`config.mk`:
```
export PLATFORM = sky130hd
export DESIGN_NAME = phaser_allpass_cascade_fx_top
export DESIGN_NICKNAME = d
export VERILOG_FILES = /design/src/rtl/phaser_pkg.sv /design/src/rtl/phaser_allpass_cascade_fx_top.sv
export SDC_FILE = /design/constraint.sdc
export NUM_CORES = 2
export LEC_CHECK = 0
export ABC_AREA = 1
export BUFFER_PORTS_ARGS = -buffer_cell sky130_fd_sc_hd__buf_4
export CORE_UTILIZATION = 31
export CTS_BUF_LIST = sky130_fd_sc_hd__clkbuf_2
export CTS_CLUSTER_DIAMETER = 200
export DETAILED_ROUTE_END_ITERATION = 8
export GPL_TIMING_DRIVEN = 1
export SLEW_MARGIN = 25
export SYNTH_ARGS = -nofsm -noshare
export SYNTH_HDL_FRONTEND = slang
export SYNTH_SLANG_ARGS = --single-unit
```
`constraint.sdc`:
```
create_clock -name clock -period 8.1 [get_ports clock]
set_clock_uncertainty 0.1 [all_clocks]
set_input_delay 1.215 -clock clock [delete_from_list [all_inputs] [get_ports clock]]
set_output_delay 1.215 -clock clock [all_outputs]
set_load 0.01 [all_outputs]
```
`src/rtl/phaser_pkg.sv`:
```
// -----------------------------------------------------------------------------
// Phaser package
// Shared widths, limits, register and state codes for the all-pass phaser.
// -----------------------------------------------------------------------------
package phaser_pkg;

   localparam int SMP_W      = 16;   // Q1.15 audio sample
   localparam int SIG_W      = 18;   // Q3.15 internal signal
   localparam int DIF_W      = 19;   // stage difference x - y_prev
   localparam int COEF_W     = 16;   // Q1.15 coefficient and gain
   localparam int MUL_A_W    = 17;
   localparam int MUL_B_W    = 19;
   localparam int PROD_W     = 36;
   localparam int RND_W      = 21;   // rounded product
   localparam int SAT_W      = 22;   // headroom ahead of saturation
   localparam int PHASE_W    = 32;
   localparam int CSR_DATA_W = 31;
   localparam int CSR_IDX_W  = 2;
   localparam int FRAC_BITS  = 15;

   localparam int ONE_Q15  = 32768;
   localparam int GAIN_09  = 29491;
   localparam int RND_HALF = 16384;

   localparam logic [63:0] ONE_Q30     = 64'd1073741824;
   localparam logic [63:0] HALF_PI_Q30 = 64'd1686629713;

   localparam logic signed [SAT_W-1:0] SIG_HI = SAT_W'(131071);
   localparam logic signed [SAT_W-1:0] SIG_LO = SAT_W'(-131072);
   localparam logic signed [SAT_W-1:0] WET_HI = SAT_W'(39322);
   localparam logic signed [SAT_W-1:0] WET_LO = SAT_W'(-39322);
   localparam logic signed [SAT_W-1:0] OUT_HI = SAT_W'(32767);
   localparam logic signed [SAT_W-1:0] OUT_LO = SAT_W'(-32768);

   typedef enum logic [CSR_IDX_W-1:0] {
      CSR_PHASE_STEP,
      CSR_SWEEP_DEPTH,
      CSR_FEEDBACK_GAIN,
      CSR_WET_MIX
   } csr_idx_type;

   typedef enum logic [3:0] {
      ST_IDLE,
      ST_GAIN,
      ST_GAIN_RND,
      ST_COEF,
      ST_COEF_RND,
      ST_STG_DIF,
      ST_STG_MUL,
      ST_STG_RND,
      ST_WET,
      ST_MIX,
      ST_OUT
   } state_type;

   typedef enum logic [2:0] {
      MUL_GAIN,
      MUL_FB,
      MUL_COEF,
      MUL_STAGE,
      MUL_DRY,
      MUL_WET
   } mul_sel_type;

   typedef struct packed {
      logic        req_ready;
      logic        mul_en;
      mul_sel_type mul_sel;
      logic        mem_re;
      logic        mem_we;
      logic        out_load;
   } ctrl_type;

endpackage

```
`src/rtl/phaser_allpass_cascade_fx_top.sv`:
```
// -----------------------------------------------------------------------------
// Phaser all-pass cascade, top level
// Sine-swept cascade of first-order all-pass stages with feedback and dry/wet
// mix. Stage history lives in a synchronous memory, one entry per stage.
// -----------------------------------------------------------------------------
//   channel  direction  handshake            payload
//   req_     in         req_valid/req_ready  req_sample_in  (s16 Q1.15)
//   rsp_     out        rsp_valid/rsp_ready  rsp_sample_out (s16 Q1.15)
//   csr_     in         csr_valid/csr_ready  csr_index, csr_wdata
//
// An item's sequence is set by the shared 17x19 multiplier and the
// read-modify-write of each stage entry in the history memory.
// Reset clears control registers, phase, feedback and the per-entry valid bits; no
// clearing pass. A result held on the output does not block the next item
// until that item is ready to leave; the sequencer then waits for rsp_ready.
// -----------------------------------------------------------------------------
module phaser_allpass_cascade_fx_top
   import phaser_pkg::*;
#(
   parameter int NUM_STAGES      = 4,
   parameter int SINE_TABLE_BITS = 8
) (
   input  logic                        clock,
   input  logic                        reset,
   input  logic                        req_valid,
   output logic                        req_ready,
   input  logic signed [SMP_W-1:0]     req_sample_in,
   output logic                        rsp_valid,
   input  logic                        rsp_ready,
   output logic signed [SMP_W-1:0]     rsp_sample_out,
   input  logic                        csr_valid,
   output logic                        csr_ready,
   input  logic [CSR_IDX_W-1:0]        csr_index,
   input  logic [CSR_DATA_W-1:0]       csr_wdata
);

   localparam int STAGE_AW  = (NUM_STAGES > 1) ? $clog2(NUM_STAGES) : 1;
   localparam int SINE_SIZE = 1 << SINE_TABLE_BITS;
   localparam int QTR_BITS  = SINE_TABLE_BITS - 2;
   localparam logic [STAGE_AW-1:0] LAST_STAGE = STAGE_AW'(NUM_STAGES - 1);

   // quarter-wave Taylor series in Q30, folded to a full cycle
   function automatic logic signed [SMP_W-1:0] sine_entry(input int unsigned k);
      logic [63:0] n;
      logic [63:0] quad;
      logic [63:0] r;
      logic [63:0] m;
      logic [63:0] x;
      logic [63:0] x2;
      logic [63:0] t;
      logic [63:0] s;
      n    = 64'd1 << QTR_BITS;
      quad = (64'(k) >> QTR_BITS) & 64'd3;
      r    = 64'(k) & (n - 64'd1);
      m    = quad[0] ? (n - r) : r;
      x    = (m * HALF_PI_Q30) >> QTR_BITS;
      x2   = (x * x) >> 30;
      t    = ONE_Q30 - x2 / 64'd110;
      t    = ONE_Q30 - ((x2 * t) >> 30) / 64'd72;
      t    = ONE_Q30 - ((x2 * t) >> 30) / 64'd42;
      t    = ONE_Q30 - ((x2 * t) >> 30) / 64'd20;
      t    = ONE_Q30 - ((x2 * t) >> 30) / 64'd6;
      s    = (x * t) >> 30;
      s    = (s + 64'd16384) >> 15;
      if (s > 64'd32767) begin
         s = 64'd32767;
      end
      return quad[1] ? -SMP_W'(s) : SMP_W'(s);
   endfunction

   // round half up, floor((p + 2^14) / 2^15)
   function automatic logic signed [RND_W-1:0] rnd_q15(input logic signed [PROD_W-1:0] p);
      logic signed [PROD_W-1:0] t;
      t = p + PROD_W'(RND_HALF);
      return RND_W'(t >>> FRAC_BITS);
   endfunction

   function automatic logic signed [SAT_W-1:0] clip(input logic signed [SAT_W-1:0] v,
                                                    input logic signed [SAT_W-1:0] hi,
                                                    input logic signed [SAT_W-1:0] lo);
      logic signed [SAT_W-1:0] res;
      res = v;
      if (v > hi) begin
         res = hi;
      end else if (v < lo) begin
         res = lo;
      end
      return res;
   endfunction

   // sine table, fixed at elaboration
   logic signed [SMP_W-1:0] sine_tab [SINE_SIZE];
   for (genvar k = 0; k < SINE_SIZE; k++) begin : g_sine
      assign sine_tab[k] = sine_entry(k);
   end

   state_type                  state_ff, state_in;
   ctrl_type                   ctrl;

   logic [PHASE_W-1:0]         phase_ff;
   logic [CSR_DATA_W-1:0]      step_ff;
   logic [SMP_W-1:0]           depth_ff;
   logic signed [SMP_W-1:0]    fbg_ff;
   logic [SMP_W-1:0]           mix_ff;
   logic signed [SIG_W-1:0]    wet_fb_ff;
   logic [NUM_STAGES-1:0]      vld_ff;
   logic [STAGE_AW-1:0]        stage_ff;
   logic                       rsp_valid_ff;
   logic signed [SMP_W-1:0]    rsp_data_ff;

   logic signed [SMP_W-1:0]    x_in_ff;
   logic signed [SMP_W-1:0]    sine_ff;
   logic signed [COEF_W-1:0]   g_ff;
   logic signed [COEF_W-1:0]   a_ff;
   logic signed [SIG_W-1:0]    sig_ff;
   logic signed [DIF_W-1:0]    d_ff;
   logic signed [SIG_W-1:0]    prev_in_ff;
   logic signed [PROD_W-1:0]   prod_ff;
   logic signed [PROD_W-1:0]   acc_ff;

   logic [2*SIG_W-1:0]         stage_mem [NUM_STAGES];
   logic [2*SIG_W-1:0]         mem_rd_ff;
   logic                       rd_vld_ff;
   logic [STAGE_AW-1:0]        rd_addr;
   logic signed [SIG_W-1:0]    rd_in;
   logic signed [SIG_W-1:0]    rd_out;

   logic [MUL_A_W-1:0]         depth_eff;
   logic [MUL_A_W-1:0]         mix_eff;
   logic [MUL_A_W-1:0]         dry_eff;
   logic signed [MUL_A_W-1:0]  mul_a;
   logic signed [MUL_B_W-1:0]  mul_b;
   logic signed [PROD_W-1:0]   mul_p;
   logic signed [SIG_W-1:0]    y_new;
   logic signed [PROD_W-1:0]   mix_sum;
   logic                       req_acc;
   logic                       last_stage;

   assign req_ready      = ctrl.req_ready;
   assign csr_ready      = 1'b1;
   assign rsp_valid      = rsp_valid_ff;
   assign rsp_sample_out = rsp_data_ff;
   assign req_acc        = req_valid && ctrl.req_ready;
   assign last_stage     = (stage_ff == LAST_STAGE);

   // depth and mix saturate at one
   assign depth_eff = (depth_ff > SMP_W'(ONE_Q15)) ? MUL_A_W'(ONE_Q15) : MUL_A_W'(depth_ff);
   assign mix_eff   = (mix_ff > SMP_W'(ONE_Q15)) ? MUL_A_W'(ONE_Q15) : MUL_A_W'(mix_ff);
   assign dry_eff   = MUL_A_W'(ONE_Q15) - mix_eff;

   // entries never written read as zero
   assign rd_in  = rd_vld_ff ? signed'(mem_rd_ff[2*SIG_W-1 -: SIG_W]) : '0;
   assign rd_out = rd_vld_ff ? signed'(mem_rd_ff[SIG_W-1:0]) : '0;

   assign y_new   = SIG_W'(clip(SAT_W'(rnd_q15(prod_ff)) + SAT_W'(prev_in_ff), SIG_HI, SIG_LO));
   assign mix_sum = acc_ff + prod_ff;
   assign rd_addr = (state_ff == ST_COEF) ? '0 : stage_ff + 1'b1;

   // next state
   always_comb begin
      state_in = state_ff;
      unique case (state_ff)
         ST_IDLE: begin
            if (req_valid) begin
               state_in = ST_GAIN;
            end
         end
         ST_GAIN:     state_in = ST_GAIN_RND;
         ST_GAIN_RND: state_in = ST_COEF;
         ST_COEF:     state_in = ST_COEF_RND;
         ST_COEF_RND: state_in = ST_STG_MUL;
         ST_STG_DIF:  state_in = ST_STG_MUL;
         ST_STG_MUL:  state_in = ST_STG_RND;
         ST_STG_RND:  state_in = last_stage ? ST_WET : ST_STG_DIF;
         ST_WET:      state_in = ST_MIX;
         ST_MIX:      state_in = ST_OUT;
         ST_OUT: begin
            if (!rsp_valid_ff || rsp_ready) begin
               state_in = ST_IDLE;
            end
         end
         default:     state_in = ST_IDLE;
      endcase
   end

   // control outputs
   always_comb begin
      ctrl          = '0;
      ctrl.mul_sel  = MUL_GAIN;
      unique case (state_ff)
         ST_IDLE:     ctrl.req_ready = 1'b1;
         ST_GAIN: begin
            ctrl.mul_en  = 1'b1;
            ctrl.mul_sel = MUL_GAIN;
         end
         ST_GAIN_RND: begin
            ctrl.mul_en  = 1'b1;
            ctrl.mul_sel = MUL_FB;
         end
         ST_COEF: begin
            ctrl.mul_en  = 1'b1;
            ctrl.mul_sel = MUL_COEF;
            ctrl.mem_re  = 1'b1;
         end
         ST_STG_MUL: begin
            ctrl.mul_en  = 1'b1;
            ctrl.mul_sel = MUL_STAGE;
         end
         ST_STG_RND: begin
            ctrl.mem_we  = 1'b1;
            ctrl.mem_re  = !last_stage;
         end
         ST_WET: begin
            ctrl.mul_en  = 1'b1;
            ctrl.mul_sel = MUL_DRY;
         end
         ST_MIX: begin
            ctrl.mul_en  = 1'b1;
            ctrl.mul_sel = MUL_WET;
         end
         ST_OUT:      ctrl.out_load = !rsp_valid_ff || rsp_ready;
         default:     ctrl.req_ready = 1'b0;
      endcase
   end

   // shared multiplier operands
   always_comb begin
      case (ctrl.mul_sel)
         MUL_GAIN: begin
            mul_a = signed'(depth_eff);
            mul_b = MUL_B_W'(GAIN_09);
         end
         MUL_FB: begin
            mul_a = MUL_A_W'(fbg_ff);
            mul_b = MUL_B_W'(wet_fb_ff);
         end
         MUL_COEF: begin
            mul_a = MUL_A_W'(g_ff);
            mul_b = MUL_B_W'(sine_ff);
         end
         MUL_STAGE: begin
            mul_a = MUL_A_W'(a_ff);
            mul_b = d_ff;
         end
         MUL_DRY: begin
            mul_a = signed'(dry_eff);
            mul_b = MUL_B_W'(x_in_ff);
         end
         MUL_WET: begin
            mul_a = signed'(mix_eff);
            mul_b = MUL_B_W'(wet_fb_ff);
         end
         default: begin
            mul_a = '0;
            mul_b = '0;
         end
      endcase
      mul_p = mul_a * mul_b;
   end

   // control state and registers
   always_ff @(posedge clock) begin
      if (reset) begin
         state_ff     <= ST_IDLE;
         phase_ff     <= '0;
         step_ff      <= '0;
         depth_ff     <= '0;
         fbg_ff       <= '0;
         mix_ff       <= '0;
         wet_fb_ff    <= '0;
         vld_ff       <= '0;
         stage_ff     <= '0;
         rsp_valid_ff <= 1'b0;
      end else begin
         state_ff <= state_in;
         if (csr_valid) begin
            unique case (csr_idx_type'(csr_index))
               CSR_PHASE_STEP:    step_ff  <= csr_wdata;
               CSR_SWEEP_DEPTH:   depth_ff <= csr_wdata[SMP_W-1:0];
               CSR_FEEDBACK_GAIN: fbg_ff   <= signed'(csr_wdata[SMP_W-1:0]);
               CSR_WET_MIX:       mix_ff   <= csr_wdata[SMP_W-1:0];
            endcase
         end
         // advance the LFO after the sine is sampled
         if (req_acc) begin
            phase_ff <= phase_ff + PHASE_W'(step_ff);
         end
         if (state_ff == ST_COEF) begin
            stage_ff <= '0;
         end else if (state_ff == ST_STG_RND && !last_stage) begin
            stage_ff <= stage_ff + 1'b1;
         end
         if (ctrl.mem_we) begin
            vld_ff[stage_ff] <= 1'b1;
         end
         if (state_ff == ST_WET) begin
            wet_fb_ff <= SIG_W'(clip(SAT_W'(sig_ff), WET_HI, WET_LO));
         end
         if (ctrl.out_load) begin
            rsp_valid_ff <= 1'b1;
         end else if (rsp_ready) begin
            rsp_valid_ff <= 1'b0;
         end
      end
   end

   // datapath
   always_ff @(posedge clock) begin
      if (req_acc) begin
         x_in_ff <= req_sample_in;
         sine_ff <= sine_tab[phase_ff[PHASE_W-1 -: SINE_TABLE_BITS]];
      end
      if (ctrl.mul_en) begin
         prod_ff <= mul_p;
      end
      case (state_ff)
         ST_GAIN_RND: g_ff <= COEF_W'(rnd_q15(prod_ff));
         ST_COEF: begin
            sig_ff <= SIG_W'(clip(SAT_W'(x_in_ff) + SAT_W'(rnd_q15(prod_ff)), SIG_HI, SIG_LO));
         end
         ST_COEF_RND: begin
            a_ff       <= COEF_W'(rnd_q15(prod_ff));
            d_ff       <= DIF_W'(sig_ff) - DIF_W'(rd_out);
            prev_in_ff <= rd_in;
         end
         ST_STG_DIF: begin
            d_ff       <= DIF_W'(sig_ff) - DIF_W'(rd_out);
            prev_in_ff <= rd_in;
         end
         ST_STG_RND:  sig_ff <= y_new;
         ST_MIX:      acc_ff <= prod_ff;
         ST_OUT: begin
            if (ctrl.out_load) begin
               rsp_data_ff <= SMP_W'(clip(SAT_W'(rnd_q15(mix_sum)), OUT_HI, OUT_LO));
            end
         end
         default: ;
      endcase
   end

   // stage history: {prev_in, prev_out}; a stage's entry is read and written
   // back before the next stage, so accesses to one entry never overlap
   always_ff @(posedge clock) begin
      if (ctrl.mem_we) begin
         stage_mem[stage_ff] <= {sig_ff, y_new};
      end
      if (ctrl.mem_re) begin
         mem_rd_ff <= stage_mem[rd_addr];
         rd_vld_ff <= vld_ff[rd_addr];
      end
   end

   a_accept_starts: assert property (@(posedge clock) disable iff (reset)
      req_valid && req_ready |=> state_ff == ST_GAIN)
      else $error("accepted item did not start the sequence");

   a_phase_hold: assert property (@(posedge clock) disable iff (reset)
      !(req_valid && req_ready) |=> $stable(phase_ff))
      else $error("LFO phase moved without an item");

   a_all_stages_written: assert property (@(posedge clock) disable iff (reset)
      state_ff == ST_OUT |-> &vld_ff)
      else $error("result reached output with a stage entry never written");

   a_out_stall: assert property (@(posedge clock) disable iff (reset)
      state_ff == ST_OUT && rsp_valid_ff && !rsp_ready
      |=> state_ff == ST_OUT && $stable(rsp_sample_out))
      else $error("pending result overwritten");

endmodule
```
# Word level (Yosys, flattened, before mapping)
# Memories as Yosys holds them, arrays and structs flattened. A register that Yosys moved wholly into a read port is not among the register bits.
# Cells that the tools add are included.
# totals
input_bits	54
output_inout_bits	19
mem_bits_ro	4096
ff_bits	332
ramBits	144
mem_count	2
# memory_table
name	words	word_bits	read_ports	rd_clocked_by_memory_dff	wr	line	text
(no name shown)	256	16	1	1	0	phaser_allpass_cascade_fx_top.sv:311	sine_ff <= sine_tab[phase_ff[PHASE_W-1 -: SINE_TABLE_BITS]];
stage_mem	4	36	1	1	1	phaser_allpass_cascade_fx_top.sv:121	logic [2*SIG_W-1:0] stage_mem [NUM_STAGES];
# op_classes
addsub	9
n_reduce_logical	20
n_mul	1
eq_ne	21
magnitude_cmp	13
bitwise	2
mux	31
# op_table
operator	count
18-bit 2-to-1 mux	7
17-bit case mux with 6 select lines	1
19-bit case mux with 5 select lines	1
36-bit by 16-bit adder with 36-bit output (second input constant)	2
16-bit 2-to-1 mux	3
22-bit by 18-bit > comparator with 1-bit output (second input constant)	2
22-bit by 18-bit less-than comparator with 1-bit output (second input constant)	2
4-bit case mux with 10 select lines	1
36-bit adder	1
17-bit by 19-bit multiplier with 36-bit output	1
18-bit case mux with 2 select lines	1
32-bit by 31-bit adder with 32-bit output	1
16-bit > comparator (second input constant)	2
4-bit case mux with 6 select lines	1
16-bit by 21-bit adder with 22-bit output	1
21-bit by 18-bit adder with 22-bit output	1
21-bit by 16-bit > comparator with 1-bit output (second input constant)	1
21-bit by 16-bit less-than comparator with 1-bit output (second input constant)	1
18-bit by 18-bit subtractor with 19-bit output	1
18-bit by 17-bit > comparator with 1-bit output (second input constant)	1
18-bit by 17-bit less-than comparator with 1-bit output (second input constant)	1
16-bit by 16-bit subtractor with 17-bit output (first input constant)	1
4-bit by 3-bit == test with 1-bit output (second input constant)	4
4-bit == test (second input constant)	3
other kinds (28)	56

# Longest topological paths before layout
# logic_depth
word_depth	6
ltp_mapped	39
mapped_depth_nobuf	37

# Worst setup path after synthesis
# Ideal clock, no wire load.
# synth_path
kind	reg2reg
startpoint	register state_ff[3]
endpoint	register prod_ff[35], data pin
setup_ns	0.262
n_path_buf	0
path_stages_with_launch	31
synth_period_minus_slack_ns	7.063
setup_slack_ns	1.037
required_time_ns	7.738
arrival_time_ns	6.701
cell_sequence	dfxtp_1 > inv_2 > nor2_4 > nand2_4 > inv_4 > nor2_4 > nand2_2 > nand2_4 > inv_4 > nand2_1 > nand3_1 > inv_1 > nor2_1 > inv_1 > fa_1 > inv_1 > fa_1 > inv_1 > fa_1 > inv_1 > fa_1 > fa_1 > inv_1 > fa_1 > inv_1 > ha_1 > nand4_1 > inv_1 > a221o_1 > a21oi_1 > xor2_1
# synth_via
elab_chain_len	6
elab_cells_between_ends	17
classes_between	mul: 1; eq/ne: 11; mux: 3; reduce/logical: 2
# synth_lines
element	line	text
start: declaration	phaser_allpass_cascade_fx_top.sv:97	state_type state_ff, state_in;
start signal: assignment	phaser_allpass_cascade_fx_top.sv:275	state_ff <= state_in;
4-bit == test (tied with other cells)	phaser_allpass_cascade_fx_top.sv:190	unique case (state_ff)
4-bit case mux with 6 select lines *	phaser_allpass_cascade_fx_top.sv:190	
3-bit == test or 3-bit by 1-bit == test with 1-bit output (tied branches)	phaser_allpass_cascade_fx_top.sv:228	case (ctrl.mul_sel)
2-bit OR reduction (no line)	-	
19-bit case mux with 5 select lines	phaser_allpass_cascade_fx_top.sv:228	
17-bit by 19-bit multiplier with 36-bit output *	phaser_allpass_cascade_fx_top.sv:258	mul_p = mul_a * mul_b;
via mul_p[35]	phaser_allpass_cascade_fx_top.sv:133	logic signed [PROD_W-1:0] mul_p;
end signal: assignment	phaser_allpass_cascade_fx_top.sv:314	prod_ff <= mul_p;
end: declaration	phaser_allpass_cascade_fx_top.sv:118	logic signed [PROD_W-1:0] prod_ff;
# Mark *: on every way through the listed nets, which the timed path passes. The rest lies on a longest branch.
# A chain may end at the register's enable or synchronous reset.

# Worst setup path after layout
# layout_path
startpoint	register mix_ff[9]
endpoint	register prod_ff[28], data pin
# layout_via
elab_chain_len	5
# layout_lines
element	line	text
start: declaration	phaser_allpass_cascade_fx_top.sv:104	logic [SMP_W-1:0] mix_ff;
start signal: assignment	phaser_allpass_cascade_fx_top.sv:281	CSR_WET_MIX: mix_ff <= csr_wdata[SMP_W-1:0];
16-bit > comparator	phaser_allpass_cascade_fx_top.sv:148	assign mix_eff = (mix_ff > SMP_W'(ONE_Q15)) ? MUL_A_W'(ONE_Q15) : MUL_A_W'(mix_ff);
16-bit 2-to-1 mux *	phaser_allpass_cascade_fx_top.sv:148	
16-bit by 16-bit subtractor with 17-bit output	phaser_allpass_cascade_fx_top.sv:149	assign dry_eff = MUL_A_W'(ONE_Q15) - mix_eff;
17-bit case mux with 6 select lines *	phaser_allpass_cascade_fx_top.sv:228	
17-bit by 19-bit multiplier with 36-bit output *	phaser_allpass_cascade_fx_top.sv:258	
via mul_p[28]	phaser_allpass_cascade_fx_top.sv:133	
# Marked as above.

==> results.md <==
* Syn_area_per_cell at 8.20 µm²
* HP Class: in -> reg
* RD Place Congestion at about 1.0
* Final HPWL DP at between 100 and 150 mm
* First-pass GRT wire length at 238 mm
* Warnings from Yosys at 0
* Post-Synth XOR/XNOR Area at 0.0278
* Die height at roughly 380 µm
* Rows at about 140
* Post-synthesis mux area share at 0
* Worst-skew pair later-pin latency at 1.46 ns
* RSZ-0062 raised after global routing: yes
* Sequential share of power at 0.268
* Worst Max-Slew Pin Slew at 1.12 ns
* Area grow syn2layout at 10.8%
* Fin. Hold Viols at 0
* Pwr per Cell Area at ~300 nW/µm²
* VDD IR max at 214 µV
* Starting Density at 0.313
* Reg-to-Reg Start: mix_ff[9]
* Setup Total Neg Slack at 0 ns
* Max Buffers Root-to-Sink at 3
* DRT iter0 DRCs at 4014
* Adder-Cell Fraction of Synth Area at 0.225
* First-pass detailed-route iteration total at 6
* Syn Inst Count at 5416
* Post-layout util at 0.347
* Layout cells sized above 1 at 0.0924
* Nets at ~6300
* # DRC at 0
* Final period utilization at 0.949
* DR vias at 39340
* Cell total after placement at 7300
* Max Fanout on Critical Path at 14
* Final ANT Viol Nets at 0
* Reg2Reg Depth at 34
* Clk pwr share at 0.134
* Max incr delay on CP at about 0.56 ns
* Post-Route WL at between 150 and 200 mm
* Internal at about 7 mW
* Grt total ovfl at 0
* Synthesized flop and latch total at between 500 and 600
* Die ar. at 145000 µm²
* Largest family of logic cells by synthesized area: adder cells
* Sw Ratio at 0.516
* Simple-Gate Fraction of Synth Area at 0.183
* Async SR Flop Fraction at 0
* Gr usage total at 0.216
* Upper clock frequency limit at 0.130 GHz
* Post-synthesis compound-gate area fraction at 0.141
* R2R Setup Slk at 0.41 ns
* H-tree depth at 4
* CTS clock-pin slew for the worst setup and hold paths at around 0.14 ns
* DR WL/cell at between 20 and 25 µm
* CTS Sinks at 528
* Fill count at 15008
* CP startpoint kind: flip-flop
* RR Endpoint: prod_ff[28]
* WP data arrival at 8.80 ns
* MaxCap Viol Count at 0
* Sequential area share after synthesis at 0.325
* Most common flop cell mapped by yosys: edfxtp_1
* Count of pins over their slew limit at 0
* Die width at about 380 µm
* Io pins at 73
* Worst EP required at about 9.2 ns
* Root Buffer Master: clkbuf_2
* Synth unique cells at 75
* Largest net degree at the start of global routing at 101
* Worst setup path end: prod_ff[28]
* Setup CP Type: reg -> reg
* CP Launch Point: mix_ff[9]
* Number of enable flip-flop cells after synthesis at 388
* CP dominant cell by count: inv_1
* Leakage at between 20 and 25 nW
* Initial antenna violation count at 3
* Finish-stage setup viols at 0
* Crit. End Element: flip-flop
* Number of CTS-inserted buffers at 141
* Status: completed
* IO Port Bufs at 71
* Drt via density at a little over 5
* Logic pwr share at 0.599
* Cell Count, Final, Fillers Out at about 7600
* Vias in the first global route at ~39000
* Min Tclk post-route at roughly 7.7 ns
* Switching power at roughly 7.6 mW
* Syn nets at 6070
* CTS tree: yes
* Core area at about 140000 µm²
* Post-synthesis cell area at approximately 44000 µm²
* Crit path max-delay cell type: fa_1
* Slew HR at 0.248
[sequential cells by signal, indices dropped and copies added (netlist names), 18 cells and up]
signal and flops:
acc_ff 36, d_ff 19, mem_rd_ff 36, phase_ff 32
prev_in_ff 18, prod_ff 36, sig_ff 18, stage_mem 144
step_ff 31, wet_fb_ff 18
[area by class of cell]
class,count,area [µm²],area share
multi-input cells,3780,25700,0.523
flip-flops and latches,528,14500,0.294
inverters,929,3500,0.0711
well taps,1890,2360,0.0480
repair buffers,230,1870,0.0379
clock buffers,194,971,0.0197
clock inverters,42,314,0.00638
diodes,9,22.5,0.000457
[cell usage after synthesis (58+ instances only)]
| master | number | share of area |
|---|---|---|
| nand2_1 | 1118 | 0.094 |
| inv_1 | 896 | 0.076 |
| nor2_1 | 470 | 0.040 |
| a21oi_1 | 454 | 0.051 |
| edfxtp_1 | 388 | 0.26 |
| fa_1 | 330 | 0.15 |
| o21ai_0 | 327 | 0.037 |
| ha_1 | 270 | 0.076 |
| nand3_1 | 178 | 0.020 |
| dfxtp_1 | 140 | 0.063 |
| clkbuf_1 | 98 | 0.0083 |
| xor2_1 | 80 | 0.016 |
| nand4_1 | 60 | 0.0084 |
| xnor2_1 | 58 | 0.011 |
[worst max-delay path: cells and delay by family (launching register included)]
family / cells / cell delay (ns)
simple gates: 16 / 2.05
xor+xnor: 1 / 0.16
flops: 1 / 0.35
compound gates: 1 / 0.39
buf+inv: 8 / 0.73
fa+ha+maj: 8 / 3.65
[power by group through the flow]
stage               sequential (mW)  combinational (mW)  clock (mW)
finish                         3.96                8.85        1.98
global route                   3.98                9.80        2.17
CTS                            3.97                8.68        2.05
detailed placement             4.03                8.61           0
global placement               4.02                8.61           0
floorplan                      3.82                5.86           0
[repair_timing]
item | in CTS | in global routing
endpoints found under the hold margin | 106 | 0
gates resized for setup | 0 | 26
setup endpoints to repair | 0 | 17
hold buffers | 51 | 0
buffers inserted | 0 | 6
[cell families after synthesis]
| family | count (synthesis) |
|---|---|
| and+or+nand+nor | 1959 |
| buffers and inverters | 1108 |
| AOI/OAI and AO/OA | 1081 |
| adders and majority gates | 600 |
| DFF | 528 |
| xor gates and xnor gates | 139 |
| other | 1 |
[how the worst min path moves through the flow]
stage                 startpoint          end  slack, ns  cells after the start
global route        csr_index[1]  depth_ff[6]       0.15                      4
finish              csr_index[1]  depth_ff[6]       0.22                      4
detailed placement    prod_ff[1]    acc_ff[1]       0.34                      0
floorplan              fbg_ff[4]    fbg_ff[4]       0.32                      2
global placement      fbg_ff[15]   fbg_ff[15]       0.35                      2
CTS                 csr_index[1]  depth_ff[6]       0.14                      4
[per-stage QoR]
| step | hold slack, ns | area, µm² | setup WS (ns) | total power, mW |
|---|---|---|---|---|
| floorplan | 0.323 | 44400 | 1.04 | 9.68 |
| global placement | 0.345 | 47300 | 0.281 | 12.6 |
| detailed placement | 0.344 | 47300 | 0.328 | 12.6 |
| CTS | 0.138 | 49100 | 0.281 | 14.7 |
| global route | 0.147 | 49200 | -0.0786 | 16.0 |
| finish | 0.216 | 49200 | 0.409 | 14.8 |
[metal layers]
| layer | vias to the layer above | GRT usage | wire [µm] |
|---|---|---|---|
| li1 | 18184 | - | - |
| met1 | 18986 | 0.300 | 69400 |
| met2 | 1847 | 0.325 | 67900 |
| met3 | 323 | 0.0436 | 13900 |
| met4 | 0 | 0.0873 | 6250 |
| met5 | - | 0 | 0 |
[placed cells by master, fill, tap and decap left out, types with 48 or more instances in the layout]
cell type	instances
nand3_1	175
nand2_1	1113
inv_1	891
nor2_1	459
xor2_1	79
fa_1	327
clkbuf_2	194
buf_4	178
xnor2_1	58
nand4_1	60
dfxtp_1	139
o21ai_0	324
edfxtp_1	388
o22ai_1	48
a21oi_1	453
ha_1	270
dlygate4sd3_1	51
No activity file was read; power rests on OpenSTA's default activity.
